File: src/hdl/gic_pkg.sv
package gic_pkg;

    // Result class codes.
    localparam logic [1:0] CLASS_ZERO      = 2'd0;
    localparam logic [1:0] CLASS_UNIT      = 2'd1;
    localparam logic [1:0] CLASS_PRIME     = 2'd2;
    localparam logic [1:0] CLASS_COMPOSITE = 2'd3;

    // Commands from the controller to the datapath.
    typedef struct packed {
        logic load;       // capture magnitudes of a new beat
        logic square;     // register both squares
        logic sum;        // form norm and trial candidate
        logic init_div;   // first trial divisor is three
        logic start_div;  // begin one remainder computation
        logic div_step;   // one shift-subtract step
        logic next_div;   // advance to the next odd divisor
    } gic_cmd_t;

    // Status from the datapath to the controller.
    typedef struct packed {
        logic norm_zero;
        logic norm_one;
        logic axis_bad;   // on an axis and not 3 mod 4
        logic cand_two;
        logic cand_even;
        logic sq_over;    // divisor squared exceeds the candidate
        logic div_last;   // last shift-subtract step of this divisor
        logic rem_zero;
    } gic_stat_t;

endpackage

File: src/hdl/gic_ctrl.sv
module gic_ctrl
    import gic_pkg::*;
(
    input  logic       clk,
    input  logic       rst_n,
    input  logic       item_valid,
    output logic       item_stall,
    output logic       result_valid,
    input  logic       result_stall,
    output logic [1:0] class_code,
    output gic_cmd_t   cmd,
    input  gic_stat_t  stat
);

    typedef enum logic [7:0] {
        S_IDLE     = 8'b0000_0001,
        S_SQUARE   = 8'b0000_0010,
        S_NORM     = 8'b0000_0100,
        S_CLASSIFY = 8'b0000_1000,
        S_CHECK    = 8'b0001_0000,
        S_DIVIDE   = 8'b0010_0000,
        S_TEST     = 8'b0100_0000,
        S_DONE     = 8'b1000_0000
    } state_t;

    state_t     state_reg, state_next;
    logic [1:0] code_reg, code_next;
    logic       result_valid_reg, result_valid_next;
    logic [1:0] result_code_reg, result_code_next;
    logic       done;

    always_comb
    begin
        state_next = state_reg;
        code_next  = code_reg;
        done       = 1'b0;
        cmd        = '0;
        unique case (state_reg)
            S_IDLE:
            begin
                if (item_valid)
                begin
                    cmd.load   = 1'b1;
                    state_next = S_SQUARE;
                end
            end
            S_SQUARE:
            begin
                cmd.square = 1'b1;
                state_next = S_NORM;
            end
            S_NORM:
            begin
                cmd.sum    = 1'b1;
                state_next = S_CLASSIFY;
            end
            S_CLASSIFY:
            begin
                priority if (stat.norm_zero)
                begin
                    code_next  = CLASS_ZERO;
                    state_next = S_DONE;
                end
                else if (stat.norm_one)
                begin
                    code_next  = CLASS_UNIT;
                    state_next = S_DONE;
                end
                else if (stat.axis_bad)
                begin
                    code_next  = CLASS_COMPOSITE;
                    state_next = S_DONE;
                end
                else if (stat.cand_two)
                begin
                    code_next  = CLASS_PRIME;
                    state_next = S_DONE;
                end
                else if (stat.cand_even)
                begin
                    code_next  = CLASS_COMPOSITE;
                    state_next = S_DONE;
                end
                else
                begin
                    cmd.init_div = 1'b1;
                    state_next   = S_CHECK;
                end
            end
            S_CHECK:
            begin
                if (stat.sq_over)
                begin
                    code_next  = CLASS_PRIME;
                    state_next = S_DONE;
                end
                else
                begin
                    cmd.start_div = 1'b1;
                    state_next    = S_DIVIDE;
                end
            end
            S_DIVIDE:
            begin
                cmd.div_step = 1'b1;
                if (stat.div_last)
                begin
                    state_next = S_TEST;
                end
            end
            S_TEST:
            begin
                if (stat.rem_zero)
                begin
                    code_next  = CLASS_COMPOSITE;
                    state_next = S_DONE;
                end
                else
                begin
                    cmd.next_div = 1'b1;
                    state_next   = S_CHECK;
                end
            end
            S_DONE:
            begin
                if (!result_valid_reg || !result_stall)
                begin
                    done       = 1'b1;
                    state_next = S_IDLE;
                end
            end
            default:
            begin
                state_next = S_IDLE;
            end
        endcase
    end

    // The output register frees the worker as soon as a result is parked.
    always_comb
    begin
        result_valid_next = result_valid_reg && result_stall;
        result_code_next  = result_code_reg;
        if (done)
        begin
            result_valid_next = 1'b1;
            result_code_next  = code_reg;
        end
    end

    always_ff @(posedge clk or negedge rst_n)
    begin
        if (!rst_n)
        begin
            state_reg        <= S_IDLE;
            result_valid_reg <= 1'b0;
        end
        else
        begin
            state_reg        <= state_next;
            result_valid_reg <= result_valid_next;
        end
    end

    always_ff @(posedge clk)
    begin
        code_reg        <= code_next;
        result_code_reg <= result_code_next;
    end

    assign item_stall   = (state_reg != S_IDLE);
    assign result_valid = result_valid_reg;
    assign class_code   = result_code_reg;

endmodule

File: src/hdl/gic_dp.sv
module gic_dp
    import gic_pkg::*;
#(
    parameter int COORD_WIDTH = 16
)
(
    input  logic                          clk,
    input  gic_cmd_t                      cmd,
    input  logic signed [COORD_WIDTH-1:0] real_value,
    input  logic signed [COORD_WIDTH-1:0] imag_value,
    output gic_stat_t                     stat
);

    localparam int W  = COORD_WIDTH;
    localparam int NW = 2 * COORD_WIDTH;
    localparam int CW = $clog2(NW);

    logic [W-1:0]  ma_reg, ma_next, mb_reg, mb_next;
    logic [NW-1:0] sqa_reg, sqa_next, sqb_reg, sqb_next;
    logic [NW-1:0] norm_reg, norm_next, cand_reg, cand_next;
    logic          axis_reg, axis_next;
    logic [W-1:0]  div_reg, div_next;
    logic [NW-1:0] sq_reg, sq_next;
    logic [W-1:0]  rem_reg, rem_next;
    logic [NW-1:0] shift_reg, shift_next;
    logic [CW-1:0] cnt_reg, cnt_next;

    logic [W-1:0]  real_mag, imag_mag;
    logic [W:0]    trial, trial_diff;
    logic          trial_ge;
    logic [W+1:0]  sq_step;

    // Magnitude of a two's complement part; the most negative code maps to 2^(W-1).
    assign real_mag = real_value[W-1] ? (~real_value + W'(1)) : real_value;
    assign imag_mag = imag_value[W-1] ? (~imag_value + W'(1)) : imag_value;

    // One restoring step of the remainder computation.
    assign trial      = {rem_reg, shift_reg[NW-1]};
    assign trial_ge   = (trial >= {1'b0, div_reg});
    assign trial_diff = trial - {1'b0, div_reg};

    // (d+2)^2 - d^2 = 4d + 4
    assign sq_step = {div_reg, 2'b00} + (W+2)'(4);

    always_comb
    begin
        ma_next    = ma_reg;
        mb_next    = mb_reg;
        sqa_next   = sqa_reg;
        sqb_next   = sqb_reg;
        norm_next  = norm_reg;
        cand_next  = cand_reg;
        axis_next  = axis_reg;
        div_next   = div_reg;
        sq_next    = sq_reg;
        rem_next   = rem_reg;
        shift_next = shift_reg;
        cnt_next   = cnt_reg;
        if (cmd.load)
        begin
            ma_next = real_mag;
            mb_next = imag_mag;
        end
        if (cmd.square)
        begin
            sqa_next = NW'(ma_reg) * NW'(ma_reg);
            sqb_next = NW'(mb_reg) * NW'(mb_reg);
        end
        if (cmd.sum)
        begin
            norm_next = sqa_reg + sqb_reg;
            axis_next = (ma_reg == '0) || (mb_reg == '0);
            // On an axis one part is zero, so the OR equals the sum.
            cand_next = axis_next ? NW'(ma_reg | mb_reg) : (sqa_reg + sqb_reg);
        end
        if (cmd.init_div)
        begin
            div_next = W'(3);
            sq_next  = NW'(9);
        end
        if (cmd.start_div)
        begin
            rem_next   = '0;
            shift_next = cand_reg;
            cnt_next   = '0;
        end
        if (cmd.div_step)
        begin
            rem_next   = trial_ge ? trial_diff[W-1:0] : trial[W-1:0];
            shift_next = {shift_reg[NW-2:0], 1'b0};
            cnt_next   = cnt_reg + CW'(1);
        end
        if (cmd.next_div)
        begin
            div_next = div_reg + W'(2);
            sq_next  = sq_reg + NW'(sq_step);
        end
    end

    always_ff @(posedge clk)
    begin
        ma_reg    <= ma_next;
        mb_reg    <= mb_next;
        sqa_reg   <= sqa_next;
        sqb_reg   <= sqb_next;
        norm_reg  <= norm_next;
        cand_reg  <= cand_next;
        axis_reg  <= axis_next;
        div_reg   <= div_next;
        sq_reg    <= sq_next;
        rem_reg   <= rem_next;
        shift_reg <= shift_next;
        cnt_reg   <= cnt_next;
    end

    always_comb
    begin
        stat.norm_zero = (norm_reg == '0);
        stat.norm_one  = (norm_reg == NW'(1));
        stat.axis_bad  = axis_reg && (cand_reg[1:0] != 2'b11);
        stat.cand_two  = (cand_reg == NW'(2));
        stat.cand_even = !cand_reg[0];
        stat.sq_over   = (sq_reg > cand_reg);
        stat.div_last  = (cnt_reg == CW'(NW - 1));
        stat.rem_zero  = (rem_reg == '0);
    end

endmodule

File: src/hdl/gaussian_integer_classifier_core.sv
// Channel   Handshake                  Payload
// input     item_valid / item_stall    real_value, imag_value (COORD_WIDTH, signed)
// output    result_valid / result_stall class_code (2 bits)
//
// An input beat is taken only while the block is idle; each beat gives exactly one result.
// Zero, unit and most composites on an axis or of even norm are settled in S_CLASSIFY after
// the squares and the norm, and the block is idle again once the result is parked.
// Otherwise each odd trial divisor takes one bound check, one remainder bit per cycle through
// the shift-subtract unit and one zero test, for up to about 2^(COORD_WIDTH-1.5) divisors
// in the worst case.
// rst_n clears the controller and the output valid asynchronously; no clearing pass.
// A stalled result sits in the output register while the next beat is already accepted.
module gaussian_integer_classifier_core
    import gic_pkg::*;
#(
    parameter int COORD_WIDTH = 16
)
(
    input  logic                          clk,
    input  logic                          rst_n,
    input  logic                          item_valid,
    output logic                          item_stall,
    input  logic signed [COORD_WIDTH-1:0] real_value,
    input  logic signed [COORD_WIDTH-1:0] imag_value,
    output logic                          result_valid,
    input  logic                          result_stall,
    output logic [1:0]                    class_code
);

    // Commands flow from the sequencer into the arithmetic; status flows back.
    gic_cmd_t  cmd;
    gic_stat_t stat;

    // The controller walks the classification: squares, norm, the quick cases,
    // and then the trial-division loop, and it owns the output register.
    gic_ctrl u_ctrl (
        .clk          (clk),
        .rst_n        (rst_n),
        .item_valid   (item_valid),
        .item_stall   (item_stall),
        .result_valid (result_valid),
        .result_stall (result_stall),
        .class_code   (class_code),
        .cmd          (cmd),
        .stat         (stat)
    );

    // The datapath holds magnitudes, the norm, the candidate being tested, the
    // current odd divisor with its square, and the bit-serial remainder unit.
    gic_dp #(
        .COORD_WIDTH (COORD_WIDTH)
    ) u_dp (
        .clk        (clk),
        .cmd        (cmd),
        .real_value (real_value),
        .imag_value (imag_value),
        .stat       (stat)
    );

endmodule

File: config.mk
export PLATFORM = sky130hd
export DESIGN_NAME = gaussian_integer_classifier_core
export DESIGN_NICKNAME = d
export VERILOG_FILES = /design/src/hdl/gic_pkg.sv /design/src/hdl/gic_ctrl.sv /design/src/hdl/gic_dp.sv /design/src/hdl/gaussian_integer_classifier_core.sv
export SDC_FILE = /design/constraint.sdc
export NUM_CORES = 1
export LEC_CHECK = 0
export ABC_AREA = 1
export BUFFER_PORTS_ARGS = -buffer_cell sky130_fd_sc_hd__buf_2
export CAP_MARGIN = 30
export CORE_MARGIN = 1
export CORE_UTILIZATION = 47
export DETAILED_ROUTE_END_ITERATION = 8
export PLACE_DENSITY = 0.63
export SYNTH_ARGS = -nofsm -noshare
export SYNTH_HDL_FRONTEND = slang
export SYNTH_SLANG_ARGS = --single-unit
File: constraint.sdc
create_clock -name clk -period 7.5 [get_ports clk]
set_input_delay 1.125 -clock clk [delete_from_list [all_inputs] [get_ports clk]]
set_output_delay 1.125 -clock clk [all_outputs]
set_load 0.05 [all_outputs]
== Word-level counts from Yosys, hierarchy flattened ==
Cells that the tools add are included.

* Flip-flop bits (word level): 275
* Bits of input ports: 36
* Output and inout port bits: 4
* Word-level logic and storage cells: 119

* Add/sub/neg operators: 8
* $mul: 2
* Magnitude comparators: 2
* Equality and inequality tests: 19
* Multiplexer cells: 51
* Bitwise logic cells: 3
* Reductions and logical operators: 15

{| class="wikitable"
|+ Operators by type and width
! kind !! number
|-
| $mux W32 || 5
|-
| $mux W16 || 5
|-
| $mux W8 || 10
|-
| $mul A16 B16 Y32 || 2
|-
| $pmux W8 S8 || 1
|-
| $add A16 B2 Y16 const B || 3
|-
| $logic_not A16 Y1 || 3
|-
| $add A32 B18 Y32 || 1
|-
| $add A32 B32 Y32 || 1
|-
| $eq A32 B1 Y1 const B || 1
|-
| $eq A32 B2 Y1 const B || 1
|-
| $gt A32 B32 Y1 || 1
|-
| $logic_not A32 Y1 || 1
|-
| $not A16 Y16 || 2
|-
| $mux W15 || 2
|-
| $add A18 B3 Y18 const B || 1
|-
| $mux W1 || 18
|-
| $ge A17 B16 Y1 || 1
|-
| $or A16 B16 Y16 || 1
|-
| $sub A16 B16 Y16 || 1
|-
| $mux W2 || 7
|-
| $mux W5 || 2
|-
| $ne A2 B2 Y1 const B || 5
|-
| $eq A8 B1 Y1 const B || 1
|-
| 20 further kinds || 24
|}

== Longest topological paths before layout ==
Gate-level depths: netlist of the first run.

* Depth in word-level cells: 8
* Depth in mapped cells: 27
* Gate-level depth less buffers: 25

== Modules after synthesis ==
From an unflattened synthesis of the first run, not the netlist that was laid out.

* Cell total of the unflattened synthesis: 4,004
* Area, all modules: 31,795.5 um2

{| class="wikitable"
|+ By module, submodules not included
! module !! times used !! cells each !! area an instance (um2) !! sequential area each (um2)
|-
| gic_dp || 1 || 3,912 || 31,057.3 || 7,677.4
|-
| gic_ctrl || 1 || 92 || 738.2 || 346.6
|}

== Least setup slack after synthesis of the first run ==
OpenSTA, ideal clock, no wires.

* Path kind: reg2reg
* From: reg u_ctrl.state_reg[5]
* To: reg u_dp.sqa_reg[0] (enable)
* Setup time: 638 ps
* Arrival: 6,615 ps
* Required time: 6,862 ps
* Slack: 246 ps
* Stages on the path, launching flop included: 4
* Period minus slack after synthesis: 7,254 ps
* Path through: dfrtp_1 > nor2_2 > nand2_1 > nor4_1

* Longest elaborated chain between the ends: 2

{| class="wikitable"
|+ Ends and longest elaborated chain
! element !! RTL line !! source
|-
| start: declaration || gic_ctrl.sv:26 || <nowiki>state_t state_reg, state_next;</nowiki>
|-
| start signal: assignment || gic_ctrl.sv:160 || <nowiki>state_reg <= state_next;</nowiki>
|-
| $eq A8 B2 Y1 || gic_ctrl.sv:38 || <nowiki>unique case (state_reg)</nowiki>
|-
| $mux W1 || gic_ctrl.sv:38 ||
|-
| end signal: assignment || gic_dp.sv:104 || <nowiki>sqa_reg <= sqa_next;</nowiki>
|-
| end: declaration || gic_dp.sv:19 || <nowiki>logic [NW-1:0] sqa_reg, sqa_next, sqb_reg, sqb_next;</nowiki>
|}

No other way between the ends.
A chain may end at the register's enable or synchronous reset.

== Final worst setup path of the first run ==
* From: reg u_dp.mb_reg[6]
* To: reg u_dp.sqb_reg[30] (data pin)

* Longest elaborated chain between the ends: 1

{| class="wikitable"
|+ Ends and longest elaborated chain
! element !! RTL line !! source
|-
| start: declaration || gic_dp.sv:18 || <nowiki>logic [W-1:0] ma_reg, ma_next, mb_reg, mb_next;</nowiki>
|-
| start signal: assignment || gic_dp.sv:103 || <nowiki>mb_reg <= mb_next;</nowiki>
|-
| $mul A16 B16 Y32 || gic_dp.sv:67 || <nowiki>sqb_next = NW'(mb_reg) * NW'(mb_reg);</nowiki>
|-
| end signal: assignment || gic_dp.sv:105 || <nowiki>sqb_reg <= sqb_next;</nowiki>
|-
| end: declaration || gic_dp.sv:19 ||
|}

No other way between the ends.

==> results of run 1 <==
[cell usage in the layout (no fill, tap or decap), types with 31 or more instances in the layout]
cell type	Yosys	routed
o21ai_0	109	108
nor3_1	40	40
nand3_1	106	106
edfxtp_1	259	259
clkbuf_16	0	35
nand4_1	46	46
xor2_1	91	91
inv_1	872	872
a21oi_1	163	163
buf_2	9	39
xnor2_1	32	32
nor4_1	32	31
nand2_1	776	775
nor2_1	296	294
fa_1	329	329
ha_1	296	296
[through the flow]
stage          std cells  utilization (%)  worst slack [ns]
2_1_floorplan       3723                -             0.246
3_3_place_gp        4543             49.4              1.30
3_5_place_dp        4546             49.5              1.19
4_1_cts             4607             51.4              1.19
5_1_grt             4607             51.4             0.841
6_report            4608             51.4              1.20
[worst paths after layout]
check | startpoint | end | cells after the start
max | u_dp.mb_reg[6] | u_dp.sqb_reg[30] | 20
min | rst_n | u_ctrl.state_reg[1] | 1
max reg2reg | u_dp.mb_reg[6] | u_dp.sqb_reg[30] | 20
min reg2reg | u_ctrl.code_reg[1] | u_ctrl.class_code[1] | 0
max in group asynchronous | rst_n | u_ctrl.state_reg[0] | 1
min in group clk | u_ctrl.code_reg[1] | u_ctrl.class_code[1] | 0
[worst max-delay path, cell delays in order, from the launching register on]
cell	delay, ns
edfxtp_1	0.92
nand2_1	0.25
fa_1	0.56
inv_1	0.05
fa_1	0.46
fa_1	0.53
fa_1	0.53
fa_1	0.54
inv_1	0.05
fa_1	0.52
inv_1	0.04
ha_1	0.38
a21oi_1	0.22
a21boi_0	0.36
nor2_1	0.07
nor2_1	0.09
nand3_1	0.19
nand2_1	0.14
nand2_1	0.06
nand2_1	0.06
nand2_1	0.04
[layer usage]
metal	global-route usage [%]	vias up	part of all wire [%]
met1	29.4	11200	43
met5	0	-	0
met2	41.3	472	49
met4	8.00	0	3.4
li1	-	11700	-
met3	2.90	110	4.3
[cell families after synthesis]
| logic type | Yosys count | synth area share (%) |
|---|---|---|
| multiplexers | 1 | 0.0363 |
| flip-flops | 269 | 25.9 |
| buffers and inverters | 962 | 11.8 |
| XOR/XNOR | 123 | 3.47 |
| AND/OR/NAND/NOR | 1365 | 18.7 |
| AO/OA/AOI/OAI | 378 | 6.92 |
| adder cells (fa/ha/maj) | 625 | 33.2 |
[cell type report]
cell class	count	area (um^2)
sequential	269	8020
clock buffer	36	880
tap	855	1070
clock inverter	25	364
inverter	875	3280
fill	6208	31500
timing repair buffer	55	368
multi-input combinational	2492	19300
antenna	1	2.50
[Yosys cell counts, types with 32 or more instances]
cell type  count  area share [%]
a21oi_1      163             2.6
clkbuf_1      64            0.77
edfxtp_1     259              25
fa_1         329              21
ha_1         296              12
inv_1        872              11
nand2_1      776             9.4
nand3_1      106             1.7
nand4_1       46            0.93
nor2_1       296             3.6
nor3_1        40            0.65
nor4_1        32            0.65
o21ai_0      109             1.8
xnor2_1       32            0.90
xor2_1        91             2.6
==> impl_metrics.yaml, run 1 <==
run_status:
  outcome: "completed"
placed_design:
  io_buffers: 39
  placed_cell_area_um2: 32100
  gp_congestion: 0.963
  place_hpwl_um: 62200
worst_setup_path:
  path_class: "register to register"
  crit_arrival_ns: 6.62
  startpoint_type: "register"
  endpoint_kind: "register"
  rrSetupSlack_ns: 1.20
  required_ns: 7.82
  path_max_fanout: 18
sta:
  grt_setup_unrepaired: "false"
  finalMaxSlewViolations: 0
  fin_skew_ns: 0.0283
  layout_min_cycle_time_ns: 6.30
  whs_ns: 0.421
  post-route-period-util_pct: 83.9
  tightest_slew_ns: 1.01
  hold_violations: 0
  totalNegativeSetupSlack_ns: 0
  fmax_mhz: 159
  finalSetupViolCount: 0
  relSlewSlack_pct: 32.0
run:
  drv_cap: 0
clocking:
  cts_hold_buffers: 0
  path_clk_slew_ns: 0.06
  cts_setup_buffers: 0
  postCtsResizedCells: 0
  cts_tree: "yes"
  cts_buffers: 35
  clock_path_buffers: 3
  clock-sinks: 269
  root_buffer: "clkbuf_16"
  clk_latency_ns: 0.56
  htreeDepth: 2
grt:
  first_global_vias: 24100
  grt_pass1_wl_um: 124000
  antenna_found_initial: 2
  grt_max_degree: 67
  grtUsageTotal_pct: 23.4
  overflow: 0
floorplanning:
  fp.dieArea_um2: 67000
  coreArea_um2: 64800
  die_h_um: 259
  die_x_um: 259
  pin_count: 40
  start_util_pct: 47.8
  rows: 93
yosys:
  synthArstFlopShare_pct: 3.35
  synth_ff_type: "edfxtp_1"
  synthesis.area_um2: 31000
  syn_area_per_cell_um2: 8.33
  syn_nets: 4384
  syn_inst: 3723
  yosysSeqAreaShare_pct: 25.9
  synth_edf_count: 259
  synth.distinct_cells: 51
  synth-seq-cells: 269
  yosys_warnings: 0
route:
  drtIter0Drc: 1392
  vias: 23500
  viasPerCell: 5.10
  antenna_left: 0
  drc: 0
  wl_per_cell_um: 16.4
  dr.pass1.iters: 6
  routed_wl_um: 75600
finish:
  fin_area_um2: 33300
  final_nets: 4389
  syn_to_final_growth_pct: 7.52
  layout-drive-gt1-share_pct: 5.12
min_path:
  hold_class: "input port to asynchronous set/reset pin"
Power of run 1 is not shown: default switching activity piles up to over one toggle a cycle in this logic, so the estimate is an artifact.
==> inputs of run 2 (changes only) <==
clock period = 5.4 ns   (was 7.5 ns; I/O delays follow)
==> run 2 against run 1 <==
  * The run now ends with setup timing left
  * Wire length up 5.2%
  * Via count up 6.2%
  * Die area unchanged
  * Critical path depth down 1
  * Clock skew up 0.0032 ns
  * Cell area up 13%
  * First-iteration DRC count up 13%
  * Global-route usage up 0.30 points
  * Sequential share of layout area down 2.9 points
  * Register-to-register slack worse by 1.3 ns
==> impl_metrics.yaml, run 2 (synthesized netlist as in run 1, its figures left out) <==
run_status:
  outcome: "finished with violations"
  violations: "setup timing"
sta:
  finalMaxSlewViolations: 0
  post-route-period-util_pct: 102
  fin_skew_ns: 0.0315
  finalSetupViolCount: 16
  fmax_mhz: 182
  fin_ws_ns: -0.0846
  relSlewSlack_pct: 41.0
  whs_ns: 0.0807
  layout_min_cycle_time_ns: 5.48
  tightest_slew_ns: 0.885
  grt_setup_unrepaired: "true"
  hold_violations: 0
floorplanning:
  die_x_um: 259
  fp.dieArea_um2: 67000
  start_util_pct: 47.8
  pin_count: 40
  rows: 93
  die_h_um: 259
  coreArea_um2: 64800
finish:
  antennaDiodeCount: 0
  fin_util_pct: 58.4
  stdcell_count: 4949
  mostFrequentLayoutCells: "806 x inv_1, 676 x nand2_1, 306 x fa_1"
  final_common_cell: "inv_1"
  layout-drive-gt1-share_pct: 21.8
  syn_to_final_growth_pct: 22.0
  final_nets: 4733
grt:
  grtUsageTotal_pct: 23.7
  overflow: 0
  grt_util_met2_pct: 41.5
  top_usage_layer: "met2"
  grt_max_degree: 67
  gr-usage-met1_pct: 30.5
  grt_pass1_wl_um: 127000
  gr-usage-met3_pct: 2.07
  first_global_vias: 25000
  antenna_found_initial: 0
route:
  wl_per_cell_um: 16.1
  drtIter0Drc: 1568
  vias: 25000
  antenna_left: 0
  dr.pass1.iters: 6
  routed_wl_um: 79600
  viasPerCell: 5.04
  drc: 0
worst_setup_path:
  crit_arrival_ns: 5.81
  startpoint_type: "register"
  required_ns: 5.72
  endpoint_kind: "register"
  path_max_fanout: 7
  path_class: "register to register"
clocking:
  clock-sinks: 269
  clock_path_buffers: 3
  root_buffer: "clkbuf_16"
  path_clk_slew_ns: 0.06
  clk_latency_ns: 0.57
  htreeDepth: 2
  cts_buffers: 34
  cts_hold_buffers: 0
  cts_tree: "yes"
placed_design:
  gp_congestion: 0.951
  placedCellCount: 4803
  place_hpwl_um: 63700
  io_buffers: 39
min_path:
  hold_class: "input port to asynchronous set/reset pin"
run:
  drv_cap: 0
-- run 2: changes by cell type in the layout (fill, tap and decap cells not counted), sizes merged --
| cell | previous run | this run |
|---|---|---|
| clkbuf | 36 | 39 |
| clkinv | 8 | 9 |
| bufinv | 7 | 1 |
| clkinvlp | 4 | 5 |
| buf | 55 | 400 |
| inv | 881 | 879 |
| diode | 1 | 0 |
-- run 2: critical path, stage by stage, from the launching register on --
cell and delay [ns]:
edfxtp_1 0.55, buf_6 0.21, nand2_1 0.08, fa_2 0.47
fa_1 0.56, inv_2 0.04, fa_1 0.51, inv_2 0.04
fa_1 0.57, fa_2 0.45, fa_2 0.54, inv_2 0.04
ha_4 0.30, nand2_4 0.08, nor2_4 0.13, nand4_1 0.17
o21ai_4 0.26, nand4_1 0.11, nand3_1 0.09, nand2_1 0.05
-- run 2: path summary, 6_finish.rpt --
path                                    start              endpoint  slack, ns  cells after the start
min reg2reg                u_ctrl.code_reg[1]  u_ctrl.class_code[1]       0.42                      0
min in group clk           u_ctrl.code_reg[1]  u_ctrl.class_code[1]       0.42                      0
min                                     rst_n   u_ctrl.state_reg[7]       0.08                      1
max reg2reg                   u_dp.mb_reg[11]      u_dp.sqb_reg[31]      -0.08                     19
max                           u_dp.mb_reg[11]      u_dp.sqb_reg[31]      -0.08                     19
max in group asynchronous               rst_n   u_ctrl.state_reg[0]       5.07                      1
-- run 2: per-stage QoR --
| stage | instance area (um^2) | setup slack, ns | TNS (ns) |
|---|---|---|---|
| 2_1_floorplan | 31200 | 0.000698 | 0 |
| 5_1_grt | 37800 | -0.319 | -6.16 |
| 3_5_place_dp | 34100 | -0.305 | -6.68 |
| 4_1_cts | 36000 | -0.0173 | -0.0565 |
| 3_3_place_gp | 34100 | -0.230 | -4.66 |
| 6_report | 37800 | -0.0846 | -0.559 |
-- run 2: timing repair --
item                       in CTS  in global routing
pin swaps                      84                159
resized for setup             141                401
setup endpoints to repair      39                 42
setup buffers                  34                 56
-- run 2: metal layers --
layer | share of wire, % | up-vias | wire (um)
met5 | 0 | - | 0
met4 | 4.0 | 0 | 3190
met3 | 3.3 | 155 | 2610
met2 | 50 | 553 | 39700
met1 | 43 | 11900 | 34100
li1 | - | 12300 | -
-- run 2: final cells by class --
| cell class | instances | area (um^2) |
|---|---|---|
| Fill cell | 5589 | 27000 |
| Multi-Input combinational cell | 2492 | 21100 |
| Sequential cell | 269 | 8020 |
| Inverter | 875 | 3290 |
| Timing Repair Buffer | 400 | 3240 |
| Tap cell | 855 | 1070 |
| Clock buffer | 39 | 880 |
| Clock inverter | 19 | 191 |
Power of run 2 is left out for the same reason.
